--- config.mk ---
export PLATFORM = sky130hd
export DESIGN_NAME = hcbp_back
export DESIGN_NICKNAME = d
export VERILOG_FILES = /design/src/design/hcbp_pkg.sv /design/src/design/hcbp_back.sv
export SDC_FILE = /design/constraint.sdc
export NUM_CORES = 1
export LEC_CHECK = 0
export BUFFER_PORTS_ARGS = -buffer_cell sky130_fd_sc_hd__buf_4
export CORE_MARGIN = 3
export CORE_UTILIZATION = 59
export CTS_BUF_LIST = sky130_fd_sc_hd__clkbuf_16
export DETAILED_ROUTE_END_ITERATION = 8
export PLACE_DENSITY_LB_ADDON = 0.08
export SYNTH_ARGS = -nofsm -noshare
export SYNTH_HDL_FRONTEND = slang
export SYNTH_SLANG_ARGS = --single-unit
--- constraint.sdc ---
create_clock -name clk -period 15.6 [get_ports clk]
set_clock_uncertainty 0.05 [all_clocks]
set_input_delay 0 -clock clk [delete_from_list [all_inputs] [get_ports clk]]
set_output_delay 0 -clock clk [all_outputs]
set_load 0.02 [all_outputs]
--- src/design/hcbp_pkg.sv ---
// shared types and constants for the huffman code bit packer
package hcbp_pkg;

  // operation codes carried on the input channel
  typedef enum logic [1:0] {
    OP_LOAD   = 2'd0,
    OP_ENCODE = 2'd1,
    OP_FLUSH  = 2'd2
  } op_t;

  // fixed field widths
  localparam int CODE_W = 32;
  localparam int LEN_W  = 6;
  localparam int BYTE_W = 8;

  // job queue between front and back
  localparam int QDEPTH = 4;
  localparam int QAW    = 2;

  // one job handed from the front to the back
  typedef struct packed {
    logic              is_flush;
    logic [LEN_W-1:0]  len;
    logic [CODE_W-1:0] code;
  } job_t;

endpackage

--- src/design/hcbp_back.sv ---
// back end: packs code bits into bytes and drives the output register
module hcbp_back (
  input  logic           clk,
  input  logic           rst_n,
  input  hcbp_pkg::job_t head,
  input  logic           q_empty,
  output logic           q_pop,
  output logic           out_empty,
  input  logic           out_pop,
  output logic [7:0]     out_byte,
  output logic           out_last
);
  import hcbp_pkg::*;

  // current job
  logic              cur_valid_r, cur_valid_nxt;
  logic              cur_flush_r;
  logic [CODE_W-1:0] code_r;
  logic [LEN_W-1:0]  rem_r;

  // bit accumulator
  logic [BYTE_W-1:0] acc_r, acc_nxt;
  logic [2:0]        fill_r, fill_nxt;

  // output register
  logic              out_valid_r, out_valid_nxt;
  logic [BYTE_W-1:0] out_byte_r;
  logic              out_last_r;

  logic [3:0]        room, take, sum;
  logic [BYTE_W-1:0] take_mask, merged;
  logic [LEN_W-1:0]  rem_left;
  logic              emit, emit_last, done, step, slot_free, load_cur;
  logic [BYTE_W-1:0] emit_byte;

  assign slot_free = !out_valid_r || out_pop;

  // bits to take this cycle: up to the room left in the byte
  always_comb begin
    room      = 4'd8 - {1'b0, fill_r};
    take      = (rem_r < LEN_W'(room)) ? rem_r[3:0] : room;
    sum       = {1'b0, fill_r} + take;
    take_mask = BYTE_W'((9'd1 << take) - 9'd1);
    merged    = acc_r | BYTE_W'((code_r[BYTE_W-1:0] & take_mask) << fill_r);
    rem_left  = rem_r - LEN_W'(take);
  end

  // what the current job does in this cycle
  always_comb begin
    if (cur_flush_r) begin
      emit      = (fill_r != 3'd0);
      emit_last = 1'b1;
      emit_byte = acc_r;
      done      = 1'b1;
      acc_nxt   = '0;
      fill_nxt  = 3'd0;
    end else begin
      emit      = sum[3];
      emit_last = (rem_left < LEN_W'(8));
      emit_byte = merged;
      done      = (rem_left == '0);
      acc_nxt   = sum[3] ? '0 : merged;
      fill_nxt  = sum[2:0];
    end
  end

  assign step     = cur_valid_r && (!emit || slot_free);
  assign load_cur = !q_empty && (!cur_valid_r || (step && done));
  assign q_pop    = load_cur;

  always_comb begin
    if (load_cur) begin
      cur_valid_nxt = 1'b1;
    end else if (step && done) begin
      cur_valid_nxt = 1'b0;
    end else begin
      cur_valid_nxt = cur_valid_r;
    end
  end

  always_comb begin
    if (step && emit) begin
      out_valid_nxt = 1'b1;
    end else if (out_pop) begin
      out_valid_nxt = 1'b0;
    end else begin
      out_valid_nxt = out_valid_r;
    end
  end

  // control state
  always_ff @(posedge clk) begin
    if (!rst_n) begin
      cur_valid_r <= 1'b0;
      out_valid_r <= 1'b0;
      acc_r       <= '0;
      fill_r      <= 3'd0;
    end else begin
      cur_valid_r <= cur_valid_nxt;
      out_valid_r <= out_valid_nxt;
      if (step) begin
        acc_r  <= acc_nxt;
        fill_r <= fill_nxt;
      end
    end
  end

  // current job payload
  always_ff @(posedge clk) begin
    if (load_cur) begin
      cur_flush_r <= head.is_flush;
      code_r      <= head.code;
      rem_r       <= head.len;
    end else if (step) begin
      code_r <= code_r >> take;
      rem_r  <= rem_left;
    end
  end

  // output payload
  always_ff @(posedge clk) begin
    if (step && emit) begin
      out_byte_r <= emit_byte;
      out_last_r <= emit_last;
    end
  end

  assign out_empty = !out_valid_r;
  assign out_byte  = out_byte_r;
  assign out_last  = out_last_r;

`ifndef SYNTHESIS
  a_flush_last: assert property (@(posedge clk) disable iff (!rst_n)
    step && cur_flush_r && emit |=> out_valid_r && out_last_r)
    else $error("flush byte not marked last");

  a_flush_clears: assert property (@(posedge clk) disable iff (!rst_n)
    step && cur_flush_r |=> fill_r == 3'd0)
    else $error("flush left bits in the accumulator");

  a_not_last_continues: assert property (@(posedge clk) disable iff (!rst_n)
    step && emit && !emit_last |=> cur_valid_r && !cur_flush_r)
    else $error("non-final byte but job ended");

  a_rem_bound: assert property (@(posedge clk) disable iff (!rst_n)
    cur_valid_r |-> rem_r <= LEN_W'(CODE_W))
    else $error("remaining length out of range");

  a_no_overwrite: assert property (@(posedge clk) disable iff (!rst_n)
    out_valid_r && !out_pop |=> out_valid_r && $stable(out_byte_r))
    else $error("pending output byte overwritten");
`endif

endmodule

==> results.md <==
- Synthesis-to-finish area growth: 22.8%
- Global routing usage on met1: 34.7%
- Number of nets with antenna violations after routing: 0
- Clk sinks: 61
- Global-route wire length before repair: 22600 um
- Antenna violations before repair: 0
- Fraction of final layout cells with drive strength greater than 1: 19.6%
- Worst setup path class: reg -> reg
- Netlist area before placement: 5040 um2
- Placed wire-length estimate after detailed placement: 9630 um
- Met2 global-route usage: 51.5%
- Clock-pin slew reported for the worst setup and hold paths after clock tree synthesis: 0.06 ns
- Worst min-delay path class: in -> reg
- Arrival time reported for the critical path endpoint: 7.18 ns
- Global placer's final weighted congestion: 0.983
- Source-to-sink clock delay at the later pin of the worst-skew pair: 0.33 ns
- Diodes inserted: 0
- Maximum level of the CTS H-tree: 3
- Area fraction in compound gates after synthesis: 19.9%
- Total Negative Setup Slacks: 0 ns
- TritonCTS clock tree: done
- Average cell area after synthesis: 9.33 um2
- Critical path required time: 15.58 ns
- Postcts setup bufs: 0
- Synth warn: 0
- Buffer depth of the longest clock path: 2
- Async set-or-reset flop fraction in the synthesized netlist: 0%
- Routed Wire Length: 13800 um
- Maximum number of pins on one net before global-route repair: 69
- Setup Viol. Count Final: 0
- Routed length per placed instance: 18.9 um
- Starting Density: 61.0%
- EDFF count, synth: 48
- Critical Path Slowest Stage Cell: sky130_fd_sc_hd__dfxtp_1
- Post-synthesis adder-cell area fraction: 3.38%
- Maximum single-stage delay on the critical path: 0.78 ns
- Port bufs: 53
- CP bufs+invs: 5
- Nature of the critical path endpoint: flop
- Count of unresolved DRC violations after routing: 0
- CP max FO: 68
- Hold Violations, Final: 1
- Post-layout minimum cycle time: 7.20 ns
- Area of combinational cells with multiple inputs: 3080 um2
- Worst-path cell chain: clkinv_1 > ha_1 > ha_1 > xnor2_1 > nand3_1 > o21ai_2 > a21o_1 > inv_2 > ha_1 > inv_1 > nand3_1 > o221ai_1 > or3b_2 > o31a_1 > o221ai_4 > buf_4 > nand2b_1 > buf_4
- Number of hold buffers added after CTS: 40
- Layer with the highest usage after global routing: met2
- Net count after synthesis: 596
- Max Cap Violations: 0
- Relative slew margins: 36.2%
- Count of distinct cell types in the synthesized netlist: 69
- Area leader, netlist: sky130_fd_sc_hd__edfxtp_1
- Overall Global Routing Usage: 29.0%
- Most common cell in the netlist: sky130_fd_sc_hd__mux2i_1
- CP top delay family: buffers and inverters
- Floorplan die area: 9680 um2
- Dominant combinational cell family by area after synthesis: multiplexers
- Number of global-route vias before repair: 4584
- Met3 usage: 4.50%
- Most used flip-flop cell after synthesis: sky130_fd_sc_hd__edfxtp_1
- Final number of max-transition violations: 0
- Element type at the critical path start: flop
- Via-per-instance ratio: 6.33
- DR iter-0 viols: 325
- Synthesized-area fraction occupied by and/or/nand/nor cells: 13.7%
- Hold Worst Slack: -0.0102 ns
- Fill cells: 593
- Violations in the final reports: hold timing
- Fmax: 139 MHz
- Mux share of post-synthesis cell area: 22.3%
- Global route total overflow: 0
- Die Width: 98.4 um
- Site Rows: 33
- Power density normalized to cell area: 237 nW/um2
- Synth Register Bits: 61
- Synthesized-area fraction occupied by xor and xnor cells: 1.04%
- Outcome: complete, but fails checks
- Core region area: 8260 um2
- Slew @ Worst Pin: 0.931 ns
- Commonest cells post-synth: 83 x sky130_fd_sc_hd__mux2i_1, 49 x sky130_fd_sc_hd__nor2_1, 48 x sky130_fd_sc_hd__edfxtp_1, 43 x sky130_fd_sc_hd__nand2_1, 28 x sky130_fd_sc_hd__a21oi_1
- Synthesized instance count: 540
- LEAKAGE: 0.00283 uW
- First-pass detailed-route iteration total: 5
- Cell mode on critical path: sky130_fd_sc_hd__ha_1
- Number of placed I/O pins: 54
- Num CTS Buffers: 9
- RSZ-0062 raised after global routing: no
- Share of the clock period used by the worst path: 46.1%
- VDD IR max: 137 uV
- Fraction of the yosys area taken by sequential cells: 33.8%
- Share of the synthesized area in the top cell type: 28.6%
- Clock tree root buffer cell: sky130_fd_sc_hd__clkbuf_16
- NumNets Final: 677
- Vias: 4629
- Dominant cells by area after synthesis: sky130_fd_sc_hd__edfxtp_1 29%, sky130_fd_sc_hd__mux2i_1 16%, sky130_fd_sc_hd__mux2_2 5.4%, sky130_fd_sc_hd__dfxtp_1 5.2%, sky130_fd_sc_hd__nor2_1 3.7%
- Die height: 98.4 um
- Area used by sequential logic in the layout: 1700 um2
- Count of instances resized after the clock tree is built: 0
## final timing paths
| path | end | slack, ns | cells past startpoint | startpoint |
|---|---|---|---|---|
| min reg2reg | acc_r[1] | 0.40 | 1 | acc_r[1] |
| max | code_r[5] | 8.40 | 18 | fill_r[0] |
| min | rem_r[0] | -0.01 | 3 | head[32] |
| max reg2reg | code_r[5] | 8.40 | 18 | fill_r[0] |
## power by group
part           total [uW]  internal [uW]  switching (uW)  leakage, uW
logic                 910            376             534      0.00211
registers             340            276            64.1     0.000576
clock network         217            139            77.6     0.000153
total                1470            791             675      0.00283
## state kept, by name, indices dropped and copies added, names as in the netlist
register,count
fill_r,3
acc_r,8
cur_flush_r,1
out_last,1
out_byte,8
out_valid_r,1
code_r,32
rem_r,6
cur_valid_r,1
## layout by cell type (no fill, tap or decap), types with 6 or more instances in the layout
cell type and instances:
sky130_fd_sc_hd__clkbuf_16 9, sky130_fd_sc_hd__nand2b_1 6, sky130_fd_sc_hd__and2_1 7, sky130_fd_sc_hd__a31oi_1 6, sky130_fd_sc_hd__o22ai_1 8, sky130_fd_sc_hd__nand3_1 12
sky130_fd_sc_hd__o21ai_0 22, sky130_fd_sc_hd__a21oi_1 28, sky130_fd_sc_hd__o221ai_1 6, sky130_fd_sc_hd__nor2_1 49, sky130_fd_sc_hd__dlygate4sd3_1 40, sky130_fd_sc_hd__ha_1 12
sky130_fd_sc_hd__a21o_1 7, sky130_fd_sc_hd__edfxtp_1 48, sky130_fd_sc_hd__a21oi_2 10, sky130_fd_sc_hd__o21a_1 8, sky130_fd_sc_hd__buf_4 59, sky130_fd_sc_hd__nor3_1 14
sky130_fd_sc_hd__nand2_1 43, sky130_fd_sc_hd__dfxtp_1 13, sky130_fd_sc_hd__inv_1 27, sky130_fd_sc_hd__mux2i_1 81, sky130_fd_sc_hd__mux2_2 24
## through the flow
stage | worst slack [ns] | util, % | power [uW] | instances | cell area, um2
CTS | 8.50 | 74.9 | 1440 | 731 | 6180
finish | 8.40 | 74.9 | 1470 | 731 | 6180
detailed placement | 8.58 | 66.2 | 1210 | 675 | 5470
floorplan | 9.93 | - | 1010 | 540 | 5040
global placement | 8.86 | 66.2 | 1190 | 675 | 5470
global route | 7.98 | 74.9 | 1560 | 731 | 6180
## worst min-delay path, cell delays in order
cell                      delay, ns
sky130_fd_sc_hd__buf_4         0.08
sky130_fd_sc_hd__nor2_1        0.04
sky130_fd_sc_hd__a21oi_1       0.13
## layer usage
layer / vias up / wire length, um
li1: 2176 / -
met1: 2161 / 5370
met2: 245 / 7010
met3: 47 / 945
met4: 0 / 484
met5: - / 0
## cells by family after synthesis
group	after synthesis
simple gates	151
compound gates	141
mux	108
flops	61
buf+inv	60
fa+ha+maj	13
xor+xnor	6
## area by class of cell
| class | instances | area share [%] |
|---|---|---|
| Multi-Input combinational cell | 419 | 49.7 |
| Sequential cell | 61 | 27.5 |
| Timing Repair Buffer | 99 | 13.6 |
| Clock buffer | 9 | 3.64 |
| Tap cell | 105 | 2.12 |
| Inverter | 31 | 1.88 |
| Clock inverter | 7 | 1.46 |
(Power assumes the default switching activity.)
