`src/design/hcbp_pkg.sv`:
```
// shared types and constants for the huffman code bit packer
package hcbp_pkg;

  // operation codes carried on the input channel
  typedef enum logic [1:0] {
    OP_LOAD   = 2'd0,
    OP_ENCODE = 2'd1,
    OP_FLUSH  = 2'd2
  } op_t;

  // fixed field widths
  localparam int CODE_W = 32;
  localparam int LEN_W  = 6;
  localparam int BYTE_W = 8;

  // job queue between front and back
  localparam int QDEPTH = 4;
  localparam int QAW    = 2;

  // one job handed from the front to the back
  typedef struct packed {
    logic              is_flush;
    logic [LEN_W-1:0]  len;
    logic [CODE_W-1:0] code;
  } job_t;

endpackage

```
`src/design/hcbp_fifo.sv`:
```
// short job queue between the front end and the bit packer
module hcbp_fifo (
  input  logic           clk,
  input  logic           rst_n,
  input  logic           push,
  input  hcbp_pkg::job_t push_job,
  output logic           full,
  input  logic           pop,
  output hcbp_pkg::job_t head,
  output logic           empty
);
  import hcbp_pkg::*;

  job_t           slot_r [QDEPTH];
  logic [QAW-1:0] wr_ptr_r, wr_ptr_nxt;
  logic [QAW-1:0] rd_ptr_r, rd_ptr_nxt;
  logic [QAW:0]   count_r, count_nxt;
  logic           do_push, do_pop;

  assign full    = (count_r == (QAW+1)'(QDEPTH));
  assign empty   = (count_r == '0);
  assign do_push = push && !full;
  assign do_pop  = pop && !empty;
  assign head    = slot_r[rd_ptr_r];

  // pointer and count update
  always_comb begin
    wr_ptr_nxt = do_push ? wr_ptr_r + 1'b1 : wr_ptr_r;
    rd_ptr_nxt = do_pop ? rd_ptr_r + 1'b1 : rd_ptr_r;
    count_nxt  = count_r;
    if (do_push && !do_pop) begin
      count_nxt = count_r + 1'b1;
    end else if (do_pop && !do_push) begin
      count_nxt = count_r - 1'b1;
    end
  end

  always_ff @(posedge clk) begin
    if (!rst_n) begin
      wr_ptr_r <= '0;
      rd_ptr_r <= '0;
      count_r  <= '0;
    end else begin
      wr_ptr_r <= wr_ptr_nxt;
      rd_ptr_r <= rd_ptr_nxt;
      count_r  <= count_nxt;
    end
  end

  // job storage
  always_ff @(posedge clk) begin
    if (do_push) begin
      slot_r[wr_ptr_r] <= push_job;
    end
  end

endmodule

```
`config.mk`:
```
export PLATFORM = sky130hd
export DESIGN_NAME = hcbp_fifo
export DESIGN_NICKNAME = d
export VERILOG_FILES = /design/src/design/hcbp_pkg.sv /design/src/design/hcbp_fifo.sv
export SDC_FILE = /design/constraint.sdc
export NUM_CORES = 1
export LEC_CHECK = 0
export BUFFER_PORTS_ARGS = -buffer_cell sky130_fd_sc_hd__buf_4
export CAP_MARGIN = 20
export CORE_MARGIN = 1.5
export CORE_UTILIZATION = 45
export CTS_CLUSTER_DIAMETER = 120
export DETAILED_ROUTE_END_ITERATION = 6
export HOLD_SLACK_MARGIN = 0.05
export PLACE_DENSITY = 0.67
export RECOVER_POWER = 50
export SYNTH_ARGS = -nofsm -noshare
export SYNTH_HDL_FRONTEND = slang
export SYNTH_SLANG_ARGS = --single-unit
```
`constraint.sdc`:
```
create_clock -name clk -period 2.3 [get_ports clk]
set_input_delay 0.23 -clock clk [delete_from_list [all_inputs] [get_ports clk]]
set_output_delay 0.23 -clock clk [all_outputs]
set_load 0.01 [all_outputs]
```
==> results of run 1 <==
-- flip-flops by register name (all words and copies together) (netlist names), named ones only --
signal / flops
count_r: 3
rd_ptr_r: 2
slot_r: 156
wr_ptr_r: 2
-- per-stage QoR --
step           setup WS, ps  utilization [%]  total power [W]  std cells  hold slack [ps]
2_1_floorplan           110                -          0.00508        251              329
3_3_place_gp            314             53.0          0.00597        513              430
3_5_place_dp           81.0             53.0          0.00602        513              434
4_1_cts                84.7             60.6          0.00894        584             83.7
5_1_grt                27.2             59.4          0.00914        584              109
6_report                115             59.4          0.00877        584              101
-- placed cells by master, fill, tap and decap left out --
cell | synthesis | routed
a21boi_0 | 1 | 1
and2_0 | 0 | 2
and2_1 | 8 | 2
and2_2 | 0 | 4
buf_12 | 0 | 3
buf_4 | 2 | 49
bufinv_16 | 0 | 3
clkbuf_1 | 3 | 42
clkbuf_16 | 0 | 17
clkbuf_2 | 0 | 2
clkbuf_8 | 0 | 1
clkinv_2 | 0 | 1
clkinv_4 | 0 | 3
clkinvlp_4 | 0 | 5
dfxtp_1 | 9 | 5
dfxtp_2 | 0 | 4
dlygate4sd3_1 | 0 | 39
edfxtp_1 | 156 | 156
fa_1 | 1 | 1
ha_1 | 5 | 5
inv_1 | 3 | 3
inv_6 | 0 | 2
mux2i_1 | 3 | 3
mux4_2 | 39 | 39
nand2_1 | 4 | 4
nor2b_1 | 2 | 2
nor3_1 | 1 | 1
nor3b_1 | 0 | 1
o21ai_0 | 1 | 1
o311ai_0 | 0 | 1
o31ai_2 | 1 | 1
or3_1 | 1 | 1
xnor2_1 | 3 | 3
xor2_1 | 1 | 1
-- area by class of cell --
class | count | area [um^2]
multi-input combinational | 73 | 1160
fill | 1027 | 5380
timing repair buffer | 135 | 986
inverter | 3 | 11.3
clock buffer | 18 | 439
sequential | 165 | 4870
tap | 176 | 220
clock inverter | 14 | 176
-- layer usage --
layer / vias to the layer above / part of all wire, % / routed length, um
met5: - / 0 / 0
met4: 0 / 1.9 / 201
met3: 17 / 3.9 / 416
met2: 91 / 51 / 5440
met1: 1534 / 43 / 4630
li1: 1336 / - / -
-- final timing paths --
kind                             from                       end  slack, ps  cells after the start
max           count_r[1]$_SDFFE_PN0P_   count_r[2]$_SDFFE_PN0P_        120                      7
min                             rst_n   count_r[0]$_SDFFE_PN0P_        100                      2
max reg2reg   count_r[1]$_SDFFE_PN0P_   count_r[2]$_SDFFE_PN0P_        120                      7
min reg2reg  wr_ptr_r[1]$_SDFFE_PN0P_  wr_ptr_r[1]$_SDFFE_PN0P_        500                      2
-- worst max-delay path, cell delays in order, from the launching register on --
cell      delay (ps)
dfxtp_2          360
o31ai_2          340
ha_1             260
inv_1             70
fa_1             390
xor2_1           180
or3_1            310
a21boi_0         200
-- report_power, final --
part | total (W) | internal [W] | switching (W)
logic | 0.00215 | 0.00116 | 0.000986
registers | 0.00377 | 0.00365 | 0.000111
clock network | 0.00286 | 0.00174 | 0.00112
total | 0.00877 | 0.00656 | 0.00221
-- kinds of logic (layout without fill, tap and decap cells) --
kind of cell,Yosys count,after routing,share of synthesized area (%)
DFF,165,165,79.7
AOI/OAI and AO/OA,4,4,0.554
xor gates and xnor gates,4,4,0.574
and+or+nand+nor,17,17,1.66
buffers and inverters,13,170,1.23
muxes,42,42,14.9
adders and majority gates,6,6,1.35
-- what timing repair did --
action / in CTS / in global routing
hold buffers: 39 / 0
gates resized for setup: 0 / 2
endpoints found under the setup margin: 0 / 1
hold endpoints to repair: 156 / 0
==> results_dict.tcl, run 1 <==
set metrics [dict create \
    finalSetupViolCount 0 \
    fmax_mhz 458 \
    overflow 0 \
    cts.path.max_buffers 2 \
    finalHoldViolations 0 \
    ir_drop_mv 0.488 \
    first_global_vias 3159 \
    place_hpwl_um 6340 \
    cts_setup_buffers 0 \
    io_buffers 83 \
    cts_max_level 4 \
    met2_usage_pct 26.0 \
    drt_iter0_drc 223 \
    synthFlopType "edfxtp_1" \
    n_antenna_cell 0 \
    gr-usage-all-layers_pct 16.1 \
    clk_pin_slew_ps 60 \
    yosysTopAreaCell "edfxtp_1" \
    wl_per_cell_um 18.3 \
    syn_nets 300 \
    final.setup.tns_ps 0 \
    total_leakage_power_nw 2.61 \
    syn_inst 251 \
    postRouteAntennaNets 0 \
    start_util_pct 46.1 \
    finalCritPeriodShare_pct 95.0 \
    drive_gt1_share_pct 32.8 \
    die_h_um 119 \
    synth_area_leaders "edfxtp_1 77%, mux4_2 14%, dfxtp_1 3.0%" \
    grt_antenna_before_repair 0 \
    cp-start-kind "flop" \
    use_met3_pct 3.35 \
    hold_path.class "in2reg" \
    yosysSeqAreaShare_pct 79.7 \
    wirelength_um 10700 \
    synth_commonest_cells "156 x edfxtp_1, 39 x mux4_2, 9 x dfxtp_1" \
    p_per_area_nw_per_um2 1120 \
    cts_tree "yes" \
    worst-path-max-fanout 6 \
    syn_area_um2 6100 \
    arrival_ps 2510 \
    min_period_ps 2180 \
    clock_latency_ps 410 \
    ys_ff_latch 165 \
    synth_edf_count 156 \
    ys_warn_count 0 \
    numClockSinks 165 \
    met1_usage_pct 21.2 \
    grt_first_pass_wirelength_um 16800 \
    cp.required_ps 2630 \
    status "complete, no violations" \
    netlist.area_leader.share_pct 76.8 \
    max-cap-violations 0 \
    crit_path_end_kind "flop" \
    grt_setup_unrepaired "no" \
    critical_path_class "reg2reg" \
    gp_congestion 0.647 \
    cts-root-buf "clkbuf_16" \
    drc 0 \
    max_slew_margin_pct 65.6 \
    viasPerCell 5.10 \
    avgSynthCellArea_um2 24.3 \
    tightest_slew_ps 509 \
    die_area_um2 14300 \
    synth_cell_type_count 23 \
    core_area_um2 13200 \
    yosysMostFrequentCell "edfxtp_1" \
    slew_violations 0 \
    vias 2978 \
    drtPass1Iterations 4 \
    area_delta_synth_final_pct 28.9 \
    cts_made_buffers 17 \
    fin_worst_skew_ps 5.90 \
    rows 42 \
    grt-busiest-layer "met2" \
    design_area_um2 7860 \
    dpl_cell_area_um2 7020 \
    die_x_um 119 \
    grt_max_degree 28 \
    async_flop_share_pct 0 \
    io_pins 84 \
    fin_nets 444 \
]
Note: power is estimated with default switching activity, not from simulation.
==> run 2: changes to the inputs <==
--- a/config.mk
+++ b/config.mk
@@ -14,6 +14,7 @@
 export HOLD_SLACK_MARGIN = 0.05
 export PLACE_DENSITY = 0.67
 export RECOVER_POWER = 50
+export REMOVE_ABC_BUFFERS = 1
 export SYNTH_ARGS = -nofsm -noshare
 export SYNTH_HDL_FRONTEND = slang
 export SYNTH_SLANG_ARGS = --single-unit
==> results_dict.tcl, run 2 (synthesized netlist as in run 1, its figures left out) <==
set metrics [dict create \
    status "complete, no violations" \
    slowest_stage "dfxtp_4" \
    area_delta_synth_final_pct 28.9 \
    io_pins 84 \
    rows 42 \
    design_area_um2 7860 \
    io_buffers 83 \
    total_leakage_power_nw 2.60 \
    reg_top3 "slot_r: 156 flops, count_r: 3 flops" \
    fin_nets 443 \
    final_common_cell "edfxtp_1" \
    die_h_um 119 \
    switching_share_pct 24.7 \
    dpl_cell_area_um2 7070 \
    grt_antenna_before_repair 0 \
    drtPass1Iterations 4 \
    sequentialPowerShare_pct 44.4 \
    hold_path.class "in2reg" \
    finalSetupViolCount 0 \
    route.met2.wl_um 5140 \
    start_util_pct 46.1 \
    place_hpwl_um 6180 \
    clk_pin_slew_ps 60 \
    crit_path_end_kind "output port" \
    dp_slack_ps 185 \
    tightest_slew_ps 431 \
    crit_family "flip-flops" \
    drt_iter0_drc 213 \
    cts_tree "yes" \
    top_layer_used "met4" \
    viasPerCell 5.06 \
    route.met3.wl_um 450 \
    cp-start-kind "flop" \
    numClockSinks 165 \
    grt_max_degree 40 \
    ir_drop_mv 0.596 \
    critical-path-max-stage-delay_ps 600 \
    cts-root-buf "clkbuf_16" \
    finalHoldViolations 0 \
    drive_gt1_share_pct 30.2 \
    cp.required_ps 2070 \
    clkPwrFrac_pct 31.4 \
    cts_max_level 4 \
    p_sw_w 0.00214 \
    p_comb_share_pct 24.2 \
    die_area_um2 14300 \
    top_register "slot_r" \
    worst-path-max-fanout 19 \
    first_global_vias 3196 \
    n_antenna_cell 0 \
    cp_common_cell "buf_4" \
    slew_violations 0 \
    p_int_w 0.00653 \
    cts_resized 0 \
    grt_setup_unrepaired "no" \
    setup_slack_ps 134 \
    drc 0 \
    overflow 0 \
    finalCritPeriodShare_pct 94.2 \
    die_x_um 119 \
    fmax_mhz 462 \
    largest_reg_flops 156 \
    arrival_ps 1940 \
    gr-usage-all-layers_pct 16.1 \
    wirelength_um 10400 \
    max-cap-violations 0 \
    postRouteAntennaNets 0 \
    cts.path.max_buffers 2 \
    core_area_um2 13200 \
    gp_congestion 0.667 \
    p_per_area_nw_per_um2 1100 \
    wl_per_cell_um 17.8 \
    max_slew_margin_pct 70.9 \
    final_cell_mix "156 x edfxtp_1, 45 x clkbuf_1, 44 x buf_4" \
    vias 2948 \
    clock_latency_ps 420 \
    grt_first_pass_wirelength_um 16600 \
    power.total_w 0.00866 \
    fin_worst_skew_ps 6.63 \
    min_period_ps 2170 \
    critical_path_class "reg2out" \
    crit_path_cell_trace "buf_4 -> mux4_2 -> buf_4" \
    met1_length_um 4660 \
    critPathBufInv 2 \
    cts_made_buffers 17 \
]
==> run 2: cell types whose count changed in the layout (fill, tap and decap cells not counted), sizes merged <==
cell,previous run,this run
inv,5,3
clkinv,4,7
buf,52,51
clkbuf,62,64
clkinvlp,5,2
==> run 2: layer usage <==
layer / vias to the layer above / global-route usage, %
met3: 15 / 5.22
li1: 1336 / -
met2: 68 / 26.1
met1: 1529 / 20.2
met5: - / 0
met4: 0 / 6.47
==> run 2: worst paths after layout <==
| kind | cells past startpoint | end | slack [ps] | startpoint |
|---|---|---|---|---|
| worst max register to register | 8 | count_r[2]$_SDFFE_PN0P_ | 160 | count_r[0]$_SDFFE_PN0P_ |
| worst min register to register | 2 | wr_ptr_r[1]$_SDFFE_PN0P_ | 510 | wr_ptr_r[1]$_SDFFE_PN0P_ |
| worst max-delay path | 3 | head[22] | 130 | flop |
| worst min-delay path | 2 | rd_ptr_r[0]$_SDFFE_PN0P_ | 100 | rst_n |
==> run 2: power by group through the flow <==
stage | clock [W] | sequential (W) | combinational (W)
floorplan | 0 | 0.00396 | 0.00106
global placement | 0 | 0.00390 | 0.00211
detailed placement | 0 | 0.00393 | 0.00214
CTS | 0.00279 | 0.00386 | 0.00220
global route | 0.00291 | 0.00390 | 0.00225
finish | 0.00272 | 0.00385 | 0.00209
==> run 2: per-stage QoR <==
step	utilization, %	hold slack [ps]	TNS (ps)	std cells
6_report	59.4	104	0	583
5_1_grt	59.4	106	0	583
4_1_cts	60.6	81.6	0	583
3_5_place_dp	53.4	433	0	512
3_3_place_gp	53.4	430	0	512
2_1_floorplan	-	329	-14160	241
==> run 2: area by class of cell <==
class / instances / area, um^2
Fill cell: 1018 / 5380
Sequential cell: 165 / 4870
Clock inverter: 12 / 136
Timing Repair Buffer: 134 / 1030
Tap cell: 176 / 220
Multi-Input combinational cell: 73 / 1160
Inverter: 3 / 11.3
Clock buffer: 20 / 437
==> run 2: timing repair <==
item                                   CTS  global route
hold buffers                            39             0
buffers inserted                         0             0
endpoints found under the hold margin  156             0
==> run 2: worst register-to-register path: cells and delay by family (launching register included) <==
kind / cells / cell delay [ps]
compound gates: 1 / 170
buf+inv: 1 / 70
simple gates: 3 / 600
xor+xnor: 1 / 170
fa+ha+maj: 2 / 590
flops: 1 / 460
